`src/rtl/core/m7ta_pkg.sv`:
```
// Shared types, constants and helper functions of the Mode 7 texel address unit.
// Used by every module of the block; depends on nothing else.
package m7ta_pkg;

   localparam int DIV_BITS = 27;
   localparam int DEN_W = 10;
   localparam int QUEUE_DEPTH = 2;
   localparam int LATENCY = DIV_BITS + 6;

   localparam logic [2:0] REG_FOCAL_LENGTH = 3'd0;
   localparam logic [2:0] REG_HORIZON = 3'd1;
   localparam logic [2:0] REG_GROUND_SCALE = 3'd2;
   localparam logic [2:0] REG_X_OFFSET = 3'd3;
   localparam logic [2:0] REG_Y_OFFSET = 3'd4;
   localparam logic [2:0] REG_COS_ANGLE = 3'd5;
   localparam logic [2:0] REG_SIN_ANGLE = 3'd6;
   localparam logic [2:0] REG_SKY_SCROLL = 3'd7;

   localparam logic [7:0] FOG_ROW_BASE = 8'd60;
   localparam logic [7:0] FOG_ROW_CLAMP = 8'd159;
   localparam logic [13:0] FOG_SLOPE = 14'd100;
   localparam logic [31:0] FOG_RECIP_110 = 32'd152521;
   localparam logic signed [9:0] FOG_BIAS = 10'sd10;
   localparam logic signed [9:0] FOG_MIN = -10'sd100;
   localparam logic [8:0] FOG_MASK = 9'd505;

   typedef struct packed {
      logic [9:0] focal_length;
      logic [8:0] horizon;
      logic [15:0] sky_scroll;
   } front_cfg_type;

   typedef struct packed {
      logic [9:0] ground_scale;
      logic signed [23:0] x_offset;
      logic signed [23:0] y_offset;
      logic signed [15:0] cos_angle;
      logic signed [15:0] sin_angle;
   } back_cfg_type;

   typedef struct packed {
      logic is_sky;
      logic bad;
      logic [9:0] sky_u;
      logic [7:0] row;
      logic [8:0] fog;
      logic neg_x;
      logic neg_y;
   } ctl_type;

   typedef struct packed {
      ctl_type ctl;
      logic [DIV_BITS-1:0] wx;
      logic [DIV_BITS-1:0] wy;
      logic [DEN_W-1:0] den;
   } item_type;

   typedef struct packed {
      ctl_type ctl;
      logic [DIV_BITS-1:0] wx;
      logic [DIV_BITS-1:0] wy;
      logic [DEN_W-1:0] remx;
      logic [DEN_W-1:0] remy;
      logic [DEN_W-1:0] den;
   } div_type;

   function automatic div_type div_step(input div_type a);
      div_type r;
      logic [DEN_W:0] tx;
      logic [DEN_W:0] ty;
      logic gx;
      logic gy;
      r = a;
      tx = {a.remx, a.wx[DIV_BITS-1]};
      ty = {a.remy, a.wy[DIV_BITS-1]};
      gx = tx >= {1'b0, a.den};
      gy = ty >= {1'b0, a.den};
      r.remx = gx ? DEN_W'(tx - {1'b0, a.den}) : tx[DEN_W-1:0];
      r.remy = gy ? DEN_W'(ty - {1'b0, a.den}) : ty[DEN_W-1:0];
      r.wx = {a.wx[DIV_BITS-2:0], gx};
      r.wy = {a.wy[DIV_BITS-2:0], gy};
      return r;
   endfunction

   // Division by 110 is a multiply by a rounded-up reciprocal, exact for these ranges.
   function automatic logic [8:0] fog_of_row(input logic [7:0] row);
      logic [13:0] d;
      logic [31:0] prod;
      logic [6:0] q;
      logic signed [9:0] f;
      d = '0;
      if (row >= FOG_ROW_CLAMP) begin
         f = FOG_MIN;
      end else if (row >= FOG_ROW_BASE) begin
         d = 14'(row - FOG_ROW_BASE) * FOG_SLOPE;
         prod = 32'(d) * FOG_RECIP_110;
         q = prod[30:24];
         f = -FOG_BIAS - $signed({3'b000, q});
      end else begin
         d = 14'(FOG_ROW_BASE - row) * FOG_SLOPE;
         prod = 32'(d) * FOG_RECIP_110;
         q = prod[30:24];
         f = $signed({3'b000, q}) - FOG_BIAS;
         if (f > 10'sd0) begin
            f = 10'sd0;
         end
      end
      return f[8:0] & FOG_MASK;
   endfunction

endpackage

```
`src/rtl/core/m7ta_front.sv`:
```
// Front part: takes a request, classifies sky or ground and prepares the divider operands.
// Depends on m7ta_pkg.
module m7ta_front #(
   parameter int SCREEN_W = 320,
   parameter int SCREEN_H = 240,
   parameter int SKY_ROWS = 70,
   parameter int SKY_W_LOG2 = 9
) (
   input  logic clock,
   input  logic reset,
   input  logic in_valid,
   input  logic [8:0] pixel_col,
   input  logic [7:0] pixel_row,
   input  m7ta_pkg::front_cfg_type cfg,
   output logic out_valid,
   output m7ta_pkg::item_type out_item
);

   logic vld_ff, vld_in;
   m7ta_pkg::item_type item_ff, item_in;

   logic ground;
   logic signed [10:0] cx;
   logic signed [10:0] cy;
   logic signed [11:0] num;
   logic signed [11:0] den;
   logic [9:0] mag_x;
   logic [10:0] mag_y;
   logic [16:0] ssum;

   always_comb begin
      ground = {3'b000, pixel_row} >= 11'(SKY_ROWS);
      cx = $signed({2'b00, pixel_col}) - $signed(11'(SCREEN_W / 2));
      cy = $signed({3'b000, pixel_row}) - $signed(11'(SCREEN_H / 2));
      num = $signed({cy[10], cy}) + $signed({2'b00, cfg.focal_length});
      den = $signed({cy[10], cy}) + $signed({3'b000, cfg.horizon});
      mag_x = cx[10] ? 10'(-cx) : 10'(cx);
      mag_y = num[11] ? 11'(-num) : 11'(num);
      ssum = {8'd0, pixel_col} + {1'b0, cfg.sky_scroll};

      vld_in = in_valid;
      item_in.ctl.is_sky = !ground;
      item_in.ctl.bad = ground && (den[11] || den == 12'sd0);
      item_in.ctl.sky_u = 10'(ssum[SKY_W_LOG2-1:0]);
      item_in.ctl.row = pixel_row;
      item_in.ctl.fog = ground ? m7ta_pkg::fog_of_row(pixel_row) : 9'd0;
      item_in.ctl.neg_x = cx[10];
      item_in.ctl.neg_y = !num[11] && num != 12'sd0;
      item_in.wx = {1'b0, mag_x, 16'd0};
      item_in.wy = {mag_y, 16'd0};
      item_in.den = den[9:0];
   end

   always_ff @(posedge clock) begin
      if (reset) begin
         vld_ff <= 1'b0;
      end else begin
         vld_ff <= vld_in;
      end
      item_ff <= item_in;
   end

   assign out_valid = vld_ff;
   assign out_item = item_ff;

endmodule

```
`config.mk`:
```
export PLATFORM = sky130hd
export DESIGN_NAME = m7ta_front
export DESIGN_NICKNAME = d
export VERILOG_FILES = /design/src/rtl/core/m7ta_pkg.sv /design/src/rtl/core/m7ta_front.sv
export SDC_FILE = /design/constraint.sdc
export NUM_CORES = 1
export LEC_CHECK = 0
export BUFFER_PORTS_ARGS = -buffer_cell sky130_fd_sc_hd__buf_2
export CAP_MARGIN = 5
export CELL_PAD_IN_SITES_DETAIL_PLACEMENT = 0
export CELL_PAD_IN_SITES_GLOBAL_PLACEMENT = 2
export CORE_MARGIN = 4
export CORE_UTILIZATION = 38
export CTS_CLUSTER_SIZE = 40
export DETAILED_ROUTE_END_ITERATION = 7
export GPL_ROUTABILITY_DRIVEN = 1
export GPL_TIMING_DRIVEN = 0
export PLACE_DENSITY_LB_ADDON = 0.05
export SLEW_MARGIN = 30
export SYNTH_ARGS = -nofsm -noshare
export SYNTH_HDL_FRONTEND = slang
export SYNTH_SLANG_ARGS = --single-unit
```
`constraint.sdc`:
```
create_clock -name clock -period 13.3 [get_ports clock]
set_input_delay 2.66 -clock clock [delete_from_list [all_inputs] [get_ports clock]]
set_output_delay 2.66 -clock clock [all_outputs]
set_load 0.01 [all_outputs]
```
==> flow_summary.ini <==
[finish]
nNetsFinal = 1737
final_cells = 1679
nFillCells = 2829
diodes = 0
postLayoutCellArea_sq_um = 12300
area_growth_pct = 14.7
drive_gt1_share_pct = 14.0

[cts]
cts_hold_buf = 0
cts_buffer_depth = 2
clkSinkCount = 60
root_buffer = clkbuf_16
path_clk_slew_ps = 60
cts_max_level = 3
cts_buffers = 9
cts_tree = done

[run_status]
outcome = finished, final reports clean

[yosys]
synth_seq_cells = 60
yosysTopAreaCell = ha_1
netlist.area_leader.share_pct = 32.1
async_reset_ff_share_pct = 0
synth_top_family_by_area = adder cells
synth_xor_area_share_pct = 8.28
synth.top_cells.by_area = ha_1, fa_1, dfxtp_1
synth_adder_area_share_pct = 52.5
synth_edf_count = 0
synth_top_flop_cell = dfxtp_1
avgSynthCellArea_sq_um = 9.43
synthSimpleGateAreaFrac_pct = 6.80
syn-cell-area_sq_um = 10800
yosysUniqueCellTypes = 60
seq_area_frac_synth_pct = 11.2
yosysMostFrequentCell = ha_1
netlist_instances = 1142
yosys_warnings = 0
synth-compound-area-share_pct = 9.84
synthMuxAreaShare_pct = 0.0930
synthTopCellsByCount = ha_1, inv_1, fa_1, xnor2_1, dfxtp_1

[route]
vias = 7682
firstDrtPassIters = 4
route.detailed.drc = 0
vias_per_cell = 4.58
wirelength_microns = 24200
antenna_left = 0
routedWlPerCell_microns = 14.4
drtIter0Drc = 269

[floorplan]
die_y_microns = 176
io_pins = 151
die_w_microns = 176
coreArea_sq_um = 27900
dieArea_sq_um = 31100
rows = 61
start_util_pct = 38.6

[critical_path]
max_stage_delay_ps = 690
crit_fanout = 11
crit_top_cell = fa_1
path_buf_inv = 6
critPathArrivalTime_ps = 12550
worstPathRequired_ps = 13520
start_kind = primary input
crit_type = in2reg
critPathCaptureType = flop
critPathSlowestCell = o311ai_0
cp_top_family = adder cells

[placed_design]
place_area_sq_um = 12000
gp_congestion = 0.790
post-dp-hpwl_microns = 20600
portBuffers = 107
placed_cells = 1663
post-place-ws_ps = 412

[timing]
tightestPinTransition_ps = 847
rsz0062_at_grt = no
setup_slack_ps = 962
finalMaxSlewViolations = 0
hold_viol = 0
post-route-period-util_pct = 92.8
finalSetupViolCount = 0
fmax_mhz = 81.0
setup_tns_ps = 0
max-slew-margin-rel_pct = 43.4
layout_min_cycle_time_ps = 12340

[hold_path]
hold_start = pixel_row[5]
holdPathEnd = out_item[80]
hp-class = in2reg
min_delay_path_depth = 1

[global_routing]
grt_start_max_net_pins = 24
grt_pass1_wl_microns = 40500
grt_usage_pct = 16.2
grt.overflow.total = 0
use_met1_pct = 23.9
gr-usage-met3_pct = 1.46
grt_pass1_vias = 7891
grtUsageMet2_pct = 26.2
gr-max-usage-layer = met2
antenna_found_initial = 0

[flow_run]
maxCapViolCount = 0
## metrics by stage
| stage | util (%) | hold WS (ps) |
|---|---|---|
| final | 44.3 | 2450 |
| after global routing | 44.3 | 2440 |
| after CTS | 44.2 | 2430 |
| after detailed placement | 43.0 | 2780 |
| after global placement | 42.7 | 2780 |
| after floorplan | - | 2690 |
## flip-flops by register name, indices dropped and copies added (netlist names)
name       cells
out_item      59
out_valid      1
## timing repair
action                                  4_1_cts  5_1_grt
endpoints found under the setup margin        0        2
buffers inserted                              0        0
resized for setup                             0        1
## metal layers
metal / wire [microns] / share of wire [%]
met3: 895 / 3.7
met4: 279 / 1.2
met2: 10600 / 44
met1: 12400 / 51
met5: 0 / 0
## worst max-delay path by stage
| stage | from | end | slack [ps] | cells after the start |
|---|---|---|---|---|
| 2_1_floorplan | pixel_row[5] | out_item[71] | 2370 | 31 |
| 3_3_place_gp | pixel_row[0] | out_item[70] | 4 | 33 |
| 3_5_place_dp | pixel_row[1] | out_item[70] | 410 | 38 |
| 4_1_cts | pixel_row[1] | out_item[70] | 730 | 38 |
| 5_1_grt | pixel_row[0] | out_item[70] | 120 | 37 |
| 6_report | pixel_row[2] | out_item[71] | 960 | 30 |
## placed cells by master, fill, tap and decap left out, types with 8 or more instances in the layout
cell type,instances
ha_1,276
inv_1,241
buf_2,110
fa_1,110
dfxtp_1,60
xnor2_1,59
a21oi_1,50
conb_1,37
nand2_1,36
buf_4,36
o21ai_0,34
nor2_1,33
xor2_1,30
a21o_1,18
nand3_1,12
nand4_1,11
clkbuf_16,9
nor2b_1,8
o21bai_1,8
a31oi_1,8
## cell type report
cell class	instances	area (sq um)	share of cell area [%]
clock inverter	4	95.1	0.770
timing repair buffer	107	536	4.34
inverter	242	908	7.36
sequential	60	1200	9.73
tap	378	473	3.83
multi-input combinational	834	8570	69.4
clock buffer	12	256	2.08
buffer	42	304	2.46
## cell families after synthesis
| kind of cell | after synthesis |
|---|---|
| fa+ha+maj | 386 |
| buf+inv | 284 |
| compound gates | 165 |
| simple gates | 145 |
| xor+xnor | 100 |
| flops | 60 |
| other cells | 1 |
| mux | 1 |
Power is left out: the tool's default activity adds up to more than one toggle a clock period on the data nets, which glitch-free logic cannot reach.
