**src/rtl/core/m7ta_pkg.sv**
```systemverilog
// Shared types, constants and helper functions of the Mode 7 texel address unit.
// Used by every module of the block; depends on nothing else.
package m7ta_pkg;

   localparam int DIV_BITS = 27;
   localparam int DEN_W = 10;
   localparam int QUEUE_DEPTH = 2;
   localparam int LATENCY = DIV_BITS + 6;

   localparam logic [2:0] REG_FOCAL_LENGTH = 3'd0;
   localparam logic [2:0] REG_HORIZON = 3'd1;
   localparam logic [2:0] REG_GROUND_SCALE = 3'd2;
   localparam logic [2:0] REG_X_OFFSET = 3'd3;
   localparam logic [2:0] REG_Y_OFFSET = 3'd4;
   localparam logic [2:0] REG_COS_ANGLE = 3'd5;
   localparam logic [2:0] REG_SIN_ANGLE = 3'd6;
   localparam logic [2:0] REG_SKY_SCROLL = 3'd7;

   localparam logic [7:0] FOG_ROW_BASE = 8'd60;
   localparam logic [7:0] FOG_ROW_CLAMP = 8'd159;
   localparam logic [13:0] FOG_SLOPE = 14'd100;
   localparam logic [31:0] FOG_RECIP_110 = 32'd152521;
   localparam logic signed [9:0] FOG_BIAS = 10'sd10;
   localparam logic signed [9:0] FOG_MIN = -10'sd100;
   localparam logic [8:0] FOG_MASK = 9'd505;

   typedef struct packed {
      logic [9:0] focal_length;
      logic [8:0] horizon;
      logic [15:0] sky_scroll;
   } front_cfg_type;

   typedef struct packed {
      logic [9:0] ground_scale;
      logic signed [23:0] x_offset;
      logic signed [23:0] y_offset;
      logic signed [15:0] cos_angle;
      logic signed [15:0] sin_angle;
   } back_cfg_type;

   typedef struct packed {
      logic is_sky;
      logic bad;
      logic [9:0] sky_u;
      logic [7:0] row;
      logic [8:0] fog;
      logic neg_x;
      logic neg_y;
   } ctl_type;

   typedef struct packed {
      ctl_type ctl;
      logic [DIV_BITS-1:0] wx;
      logic [DIV_BITS-1:0] wy;
      logic [DEN_W-1:0] den;
   } item_type;

   typedef struct packed {
      ctl_type ctl;
      logic [DIV_BITS-1:0] wx;
      logic [DIV_BITS-1:0] wy;
      logic [DEN_W-1:0] remx;
      logic [DEN_W-1:0] remy;
      logic [DEN_W-1:0] den;
   } div_type;

   function automatic div_type div_step(input div_type a);
      div_type r;
      logic [DEN_W:0] tx;
      logic [DEN_W:0] ty;
      logic gx;
      logic gy;
      r = a;
      tx = {a.remx, a.wx[DIV_BITS-1]};
      ty = {a.remy, a.wy[DIV_BITS-1]};
      gx = tx >= {1'b0, a.den};
      gy = ty >= {1'b0, a.den};
      r.remx = gx ? DEN_W'(tx - {1'b0, a.den}) : tx[DEN_W-1:0];
      r.remy = gy ? DEN_W'(ty - {1'b0, a.den}) : ty[DEN_W-1:0];
      r.wx = {a.wx[DIV_BITS-2:0], gx};
      r.wy = {a.wy[DIV_BITS-2:0], gy};
      return r;
   endfunction

   // Division by 110 is a multiply by a rounded-up reciprocal, exact for these ranges.
   function automatic logic [8:0] fog_of_row(input logic [7:0] row);
      logic [13:0] d;
      logic [31:0] prod;
      logic [6:0] q;
      logic signed [9:0] f;
      d = '0;
      if (row >= FOG_ROW_CLAMP) begin
         f = FOG_MIN;
      end else if (row >= FOG_ROW_BASE) begin
         d = 14'(row - FOG_ROW_BASE) * FOG_SLOPE;
         prod = 32'(d) * FOG_RECIP_110;
         q = prod[30:24];
         f = -FOG_BIAS - $signed({3'b000, q});
      end else begin
         d = 14'(FOG_ROW_BASE - row) * FOG_SLOPE;
         prod = 32'(d) * FOG_RECIP_110;
         q = prod[30:24];
         f = $signed({3'b000, q}) - FOG_BIAS;
         if (f > 10'sd0) begin
            f = 10'sd0;
         end
      end
      return f[8:0] & FOG_MASK;
   endfunction

endpackage

```
**src/rtl/core/m7ta_queue.sv**
```systemverilog
// Short request queue between the front and the back part.
// Depends on m7ta_pkg.
module m7ta_queue (
   input  logic clock,
   input  logic reset,
   input  logic push,
   input  m7ta_pkg::item_type push_item,
   input  logic pop,
   output logic full,
   output logic out_valid,
   output m7ta_pkg::item_type out_item
);

   m7ta_pkg::item_type entries_ff [m7ta_pkg::QUEUE_DEPTH];
   logic wr_ptr_ff, wr_ptr_in;
   logic rd_ptr_ff, rd_ptr_in;
   logic [1:0] count_ff, count_in;
   logic do_push, do_pop;

   always_comb begin
      do_pop = pop && count_ff != 2'd0;
      do_push = push && (count_ff != 2'(m7ta_pkg::QUEUE_DEPTH) || do_pop);
      wr_ptr_in = wr_ptr_ff ^ do_push;
      rd_ptr_in = rd_ptr_ff ^ do_pop;
      count_in = count_ff + 2'(do_push) - 2'(do_pop);
   end

   always_ff @(posedge clock) begin
      if (reset) begin
         wr_ptr_ff <= 1'b0;
         rd_ptr_ff <= 1'b0;
         count_ff <= 2'd0;
      end else begin
         wr_ptr_ff <= wr_ptr_in;
         rd_ptr_ff <= rd_ptr_in;
         count_ff <= count_in;
      end
      if (do_push) begin
         entries_ff[wr_ptr_ff] <= push_item;
      end
   end

   assign full = count_ff == 2'(m7ta_pkg::QUEUE_DEPTH);
   assign out_valid = count_ff != 2'd0;
   assign out_item = entries_ff[rd_ptr_ff];

endmodule

```
**config.mk**
```make
export PLATFORM = sky130hd
export DESIGN_NAME = m7ta_queue
export DESIGN_NICKNAME = d
export VERILOG_FILES = /design/src/rtl/core/m7ta_pkg.sv /design/src/rtl/core/m7ta_queue.sv
export SDC_FILE = /design/constraint.sdc
export NUM_CORES = 1
export LEC_CHECK = 0
export ABC_AREA = 1
export BUFFER_PORTS_ARGS = -buffer_cell sky130_fd_sc_hd__buf_2
export CORE_UTILIZATION = 40
export DETAILED_ROUTE_END_ITERATION = 8
export GPL_TIMING_DRIVEN = 0
export HOLD_SLACK_MARGIN = 0.03
export MAX_ROUTING_LAYER = met4
export PLACE_DENSITY_LB_ADDON = 0.2
export SLEW_MARGIN = 5
export SYNTH_ARGS = -nofsm -noshare
export SYNTH_HDL_FRONTEND = slang
export SYNTH_SLANG_ARGS = --single-unit
```
**constraint.sdc**
```tcl
create_clock -name clock -period 4.25 [get_ports clock]
set_clock_uncertainty 0.1 [all_clocks]
set_input_delay 0.85 -clock clock [delete_from_list [all_inputs] [get_ports clock]]
set_output_delay 0.85 -clock clock [all_outputs]
set_load 0.01 [all_outputs]
```
==> run summary, run 1 <==
number of H-tree levels: 4
setup repair bufs after CTS: 0
antenna violations before repair: 0
critical path peak fanout: 10
area delta synth->final: 26.3%
Tmin final: 2560 ps
largest area contributor in the netlist: edfxtp_1
Syn Std Cell Area: 0.00718 mm^2
synth top area cells: edfxtp_1 79%, nand2_1 15%, dfxtp_1 1.1%
routed vias: 4,490
CTS buffer count: 17
CTS resizes: 0
synth warn: 0
Residual DRC: 0
Die X: 136 um
slowest CP cell: dfxtp_1
Final Hold Viols: 0
Initial DRC Count: 183
Worst setup SP type: flip-flop
Max-Cap Viols: 0
post-synth net total: 639
Die Height: 136 um
Placement Setup Slack: 1580 ps
Placed Cells: 959
Synth top area share: 79.5%
Setup Crit Path Kind: flip-flop to output port
HPWL after DPL: 9.94 mm
Peak VDD IR: 261 uV
Synth cell types: 13
Mean Syn Cell Area: 13.4 um^2
setup violators final: 0
vias in the first global route: 4,483
Finished Layout Cells: 990
CP Capture Type: output port
run status: finished clean
worst path cell trace: buf_4, buf_6, buf_2, nand2_1, nand2_1, buf_2
Worst slew margin: 52.9%
crit-path leading delay family: buffers and inverters
Critical Path AT: 1610 ps
HP Class: input pin to flip-flop
routed len/inst: 14.8 um
GP Congestion: 0.735
global-route wire length before repair: 22.1 mm
most common cell after layout, fill and taps aside: nand2_1
largest net degree at the start of global routing: 52
Lkg Pwr: 0.00392 uW
max incr delay on CP: 310 ps
CTS tree: done
post-synthesis cell count: 537
nets@finish: 855
Achievable Freq: 0.390 GHz
Clock Pin Slew Worst Setup and Hold Paths: 70 ps
Period Utilization, post-route: 60.3%
router iterations before antenna repair: 4
CTS Sinks: 194
drt total wl: 14.7 mm
maximum clock path buffer count: 2
max-slew violation count: 0
RSZ-0062 raised after global routing: no
synthesized flop and latch total: 194
Req. time, crit path: 3300 ps
Critical path buffers and inverters: 4
Tot Pwr: 4840 uW
number of I/O port buffers: 195
GR Overflow Total: 0
die area: 0.0185 mm^2
ant diodes: 0
num rows: 48
Initial Utilization: 41.2%
# IOs: 196
core box area: 0.0174 mm^2
Power Dens Cells: 534 mW/mm^2
Final WS setup: 1690 ps
register area share after synthesis: 80.6%
layout cell share with drive strength beyond 1: 32.4%
Core Util, Final: 52.0%
GR Util All Layers: 16.7%
clk_lat worst skew: 420 ps
Hold-fix buffers, CTS: 0
drt via density: 4.54
Least-Margin Pin Slew: 706 ps
Root Driver: clkbuf_16
Layout fillers: 1,532
most frequent cells in the layout: 294 x nand2_1, 208 x buf_2, 190 x edfxtp_1
DRT antenna net count: 0
-- worst paths after layout --
kind / depth (start not counted) / from / slack (ps) / end
hold / removal: 1 / push_item[9] / 510 / entries_ff[1][9]$_DFFE_PP_
hold reg to reg: 3 / wr_ptr_ff$_SDFF_PP0_ / 540 / wr_ptr_ff$_SDFF_PP0_
setup / recovery: 6 / rd_ptr_ff$_SDFF_PP0_ / 1690 / out_item[74]
setup reg to reg: 6 / count_ff[0]$_SDFF_PP0_ / 2060 / entries_ff[0][13]$_DFFE_PP_
-- final cells by class --
class / instances / area, um^2 / area share (%)
Buffer: 21 / 148 / 1.63
Clock buffer: 19 / 433 / 4.78
Clock inverter: 12 / 118 / 1.30
Inverter: 15 / 58.8 / 0.649
Multi-Input combinational cell: 307 / 1210 / 13.3
Sequential cell: 194 / 5790 / 63.8
Tap cell: 225 / 282 / 3.11
Timing Repair Buffer: 197 / 1030 / 11.4
-- worst reg2reg max path, delay by kind of cell (launching register included) --
kind	cells	cell delay (ps)
buf+inv	3	560
simple gates	1	80
flops	1	370
compound gates	1	80
fa+ha+maj	1	620
-- where the power goes --
group | switching, uW | total [uW] | leakage, uW | internal (uW)
Clock | 648 | 1500 | 0.000261 | 854
Combinational | 623 | 980 | 0.00185 | 357
Sequential | 43.9 | 2350 | 0.00181 | 2310
Total | 1310 | 4840 | 0.00392 | 3520
-- metrics by stage --
| stage | hold WS, ps | TNS (ps) | cell area, um^2 |
|---|---|---|---|
| 4_1_cts | 494 | 0 | 9060 |
| 2_1_floorplan | 432 | 0 | 7180 |
| 3_3_place_gp | 444 | -172210 | 8430 |
| 3_5_place_dp | 535 | 0 | 8510 |
| 6_report | 511 | 0 | 9060 |
| 5_1_grt | 495 | 0 | 9060 |
-- cell usage after synthesis --
cell and number:
nand2_1 294, edfxtp_1 190, inv_1 14, buf_2 13, buf_6 6, nor2_1 6, dfxtp_1 4, ha_1 3
buf_4 2, o21ai_0 2, inv_4 1, nand3_1 1, nor2_2 1
-- cell families after synthesis --
| family | Yosys count | synth area share (%) |
|---|---|---|
| and+or+nand+nor | 302 | 15.8 |
| buffers and inverters | 36 | 2.88 |
| DFF | 194 | 80.6 |
| AOI/OAI and AO/OA | 2 | 0.139 |
| adders and majority gates | 3 | 0.523 |
-- layer usage --
metal	wire length [um]	GRT usage (%)
met5	0	-
met4	222	7.04
met3	731	3.69
met2	7740	28.9
met1	5980	18.5
-- sequential cells by signal, summed over array words and instances, names as in the netlist --
register and count:
count_ff 2, wr_ptr_ff 1, rd_ptr_ff 1, entries_ff 190
(Power assumes the default switching activity.)
==> run 2: changes to the inputs <==
==> constraint.sdc (replaced) <==
create_clock -name clock -period 2.1 [get_ports clock]
set_clock_uncertainty 0.1 [all_clocks]
set_input_delay 0.42 -clock clock [delete_from_list [all_inputs] [get_ports clock]]
set_output_delay 0.42 -clock clock [all_outputs]
set_load 0.01 [all_outputs]
==> run 2 against run 1 <==
Against the previous run:
- die area did not move
- total power rose by 110%
- sequential power rose by 100%
- sequential share of layout area fell by 1.3 points
- worst setup slack got worse by 1600 ps
- routed wire length rose by 4.3%
- via count rose by 0.45%
- core utilization rose by 1.1 points
- combinational power rose by 120%
- clock power rose by 120%
- sequential cell count did not move
- largest cell class unchanged
==> run summary, run 2 (same netlist as run 1, synthesis figures left out) <==
number of I/O port buffers: 195 (unchanged)
Highest Signal Layer: met4
GR Util All Layers: 17.0% (+0.33 points)
setup violators final: 0 (unchanged)
Die X: 136 um (unchanged)
GP Congestion: 0.713 (-3.0%)
Lkg Pwr: 0.00400 uW (+2.0%)
reg2reg start: count_ff[0]$_SDFF_PP0_
CTS Sinks: 194 (unchanged)
DRT antenna net count: 0 (unchanged)
CP Capture Type: output port
GR Overflow Total: 0 (unchanged)
Worst R2R Path Depth: 6 (unchanged)
Logic pwr share: 21.0% (+0.7 points)
num rows: 48 (unchanged)
Peak VDD IR: 553 uV (+110%)
worst path cell trace: buf_8, inv_8, buf_12, buf_6, nand2_1, nand2_1, buf_2
drt via density: 4.53 (about the same)
Post-Route M1 WL: 6.30 mm (+5.5%)
Max-Cap Viols: 0 (unchanged)
Tmin final: 2020 ps
number of H-tree levels: 4 (unchanged)
Achievable Freq: 0.496 GHz
max-slew violation count: 0 (unchanged)
Clock Pin Slew Worst Setup and Hold Paths: 70 ps (about the same)
Clock power frac: 32.0% (+1.0 points)
area post-placement: 0.00851 mm^2 (unchanged)
Worst slew margin: 79.4% (+27 points)
most frequent cells in the layout: 294 x nand2_1, 203 x buf_2, 190 x edfxtp_1
Finished Layout Cells: 995 (+0.51%)
Power Dens Cells: 1090 mW/mm^2 (+110%)
area delta synth->final: 28.9%
Hold Path Stages: 2 (+1)
maximum clock path buffer count: 2 (unchanged)
run status: finished clean
Period Utilization, post-route: 96.0%
Initial Utilization: 41.2% (unchanged)
Setup Crit Path Kind: flip-flop to output port
WL met2: 8.03 mm (+3.8%)
r2r setup slk: 210 ps (-1850 ps)
Reg power frac: 47.0% (-1.7 points)
Worst setup SP type: flip-flop
top flop regs: entries_ff: 190 flops, count_ff: 2 flops
core box area: 0.0174 mm^2 (unchanged)
most common cell after layout, fill and taps aside: nand2_1
die area: 0.0185 mm^2 (unchanged)
# IOs: 196 (unchanged)
Initial DRC Count: 199 (+8.7%)
antenna violations before repair: 1 (+1)
HPWL after DPL: 9.74 mm (-2.1%)
Worst Setup SP: rd_ptr_ff$_SDFF_PP0_
Placement Setup Slack: -143 ps (-1730 ps)
router iterations before antenna repair: 4 (unchanged)
routed vias: 4,510 (+0.45%)
max reg flops: 190 (unchanged)
Least-Margin Pin Slew: 309 ps (-398 ps)
clk_lat worst skew: 420 ps (about the same)
Critical path buffers and inverters: 5 (+1)
slowest CP cell: dfxtp_2
critical path peak fanout: 10 (unchanged)
Req. time, crit path: 1580 ps (-1720 ps)
Final WS setup: 83.9 ps (-1600 ps)
r2r endpoint: entries_ff[1][88]$_DFFE_PP_
max incr delay on CP: 320 ps (about the same)
Tot Pwr: 10,100 uW (+110%)
HP Class: input pin to flip-flop
Critical Path AT: 1500 ps (-110 ps)
Die Height: 136 um (unchanged)
largest net degree at the start of global routing: 55 (+5.8%)
Root Driver: clkbuf_16
CP most frequent cell: nand2_1
drt total wl: 15.3 mm (+4.3%)
CTS buffer count: 17 (unchanged)
nets@finish: 860 (+0.58%)
layout cell share with drive strength beyond 1: 33.4% (+1.0 points)
final instance area: 0.00925 mm^2 (+2.1%)
crit-path leading delay family: buffers and inverters
Hold Path Sink: wr_ptr_ff$_SDFF_PP0_
met3 routed WL: 743 um (+1.6%)
Final Hold Viols: 0 (unchanged)
CTS tree: done
Residual DRC: 0 (unchanged)
global-route wire length before repair: 22.4 mm (+1.5%)
Layout fillers: 1,500 (-2.1%)
Biggest register: entries_ff
hold path startpoint: reset
sw frac: 27.4% (+0.17 points)
Placed Cells: 959 (unchanged)
vias in the first global route: 4,549 (+1.5%)
P_int: 7360 uW (+110%)
routed len/inst: 15.4 um (+3.7%)
Psw: 2770 uW (+110%)
-- run 2: changes by cell type in the layout (fill, tap and decap cells not counted), moves of 2 or more --
cell | before | now
buf_6 | 6 | 8
clkinv_1 | 3 | 0
inv_8 | 0 | 2
buf_8 | 0 | 4
clkbuf_4 | 0 | 2
buf_12 | 0 | 3
buf_2 | 208 | 203
buf_4 | 2 | 0
-- run 2: layout make-up --
class,count,area (um^2),share of cell area (%)
repair buffers,202,1120,12.1
well taps,225,282,3.04
inverters,15,63.8,0.690
clock buffers,18,429,4.64
multi-input cells,307,1210,13.1
flip-flops and latches,194,5790,62.5
diodes,1,2.50,0.0270
plain buffers,21,203,2.19
clock inverters,12,159,1.72
-- run 2: worst register-to-register path, cell delays in order (launching register included) --
cell	delay [ps]
dfxtp_1	370
inv_1	50
nand2_1	70
o21ai_0	80
inv_1	170
ha_4	370
buf_16	300
-- run 2: metal layers --
metal  vias up  track usage [%]
met4         0             6.91
li1       2236                -
met1      2129             19.1
met2       131             29.1
met3        14             4.14
met5         -                -
-- run 2: power by group through the flow --
| stage | Clock [uW] | Combinational [uW] | Sequential (uW) |
|---|---|---|---|
| finish | 3240 | 2120 | 4760 |
| global route | 3460 | 2370 | 4790 |
| CTS | 3310 | 2100 | 4760 |
| detailed placement | 0 | 2030 | 4850 |
| global placement | 0 | 1960 | 4860 |
| floorplan | 0 | 1120 | 4840 |
-- run 2: what timing repair did --
item,4_1_cts,5_1_grt
setup buffers,2,2
gates cloned,0,1
hold buffers,0,0
gates resized for setup,8,11
endpoints found under the setup margin,148,132
pin swaps,1,2
hold endpoints to repair,0,0
-- run 2: how the worst max path moves through the flow --
| stage | to | slack [ps] | cells after the start |
|---|---|---|---|
| after floorplan | entries_ff[1][0]$_DFFE_PP_ | -290 | 5 |
| after global placement | entries_ff[1][35]$_DFFE_PP_ | -1100 | 4 |
| after detailed placement | entries_ff[1][16]$_DFFE_PP_ | -140 | 5 |
| after CTS | out_item[80] | 20 | 6 |
| after global routing | out_item[88] | -5 | 7 |
| final | out_item[93] | 80 | 7 |
-- run 2: per-stage QoR --
step / TNS [ps] / hold WS [ps] / util (%)
final: 0 / 72.5 / 53.1
after global routing: -9.28 / 62.5 / 53.1
after floorplan: -54210 / 387 / -
after global placement: -208930 / 473 / 48.5
after CTS: 0 / 52.4 / 52.6
after detailed placement: -14370 / 511 / 48.9
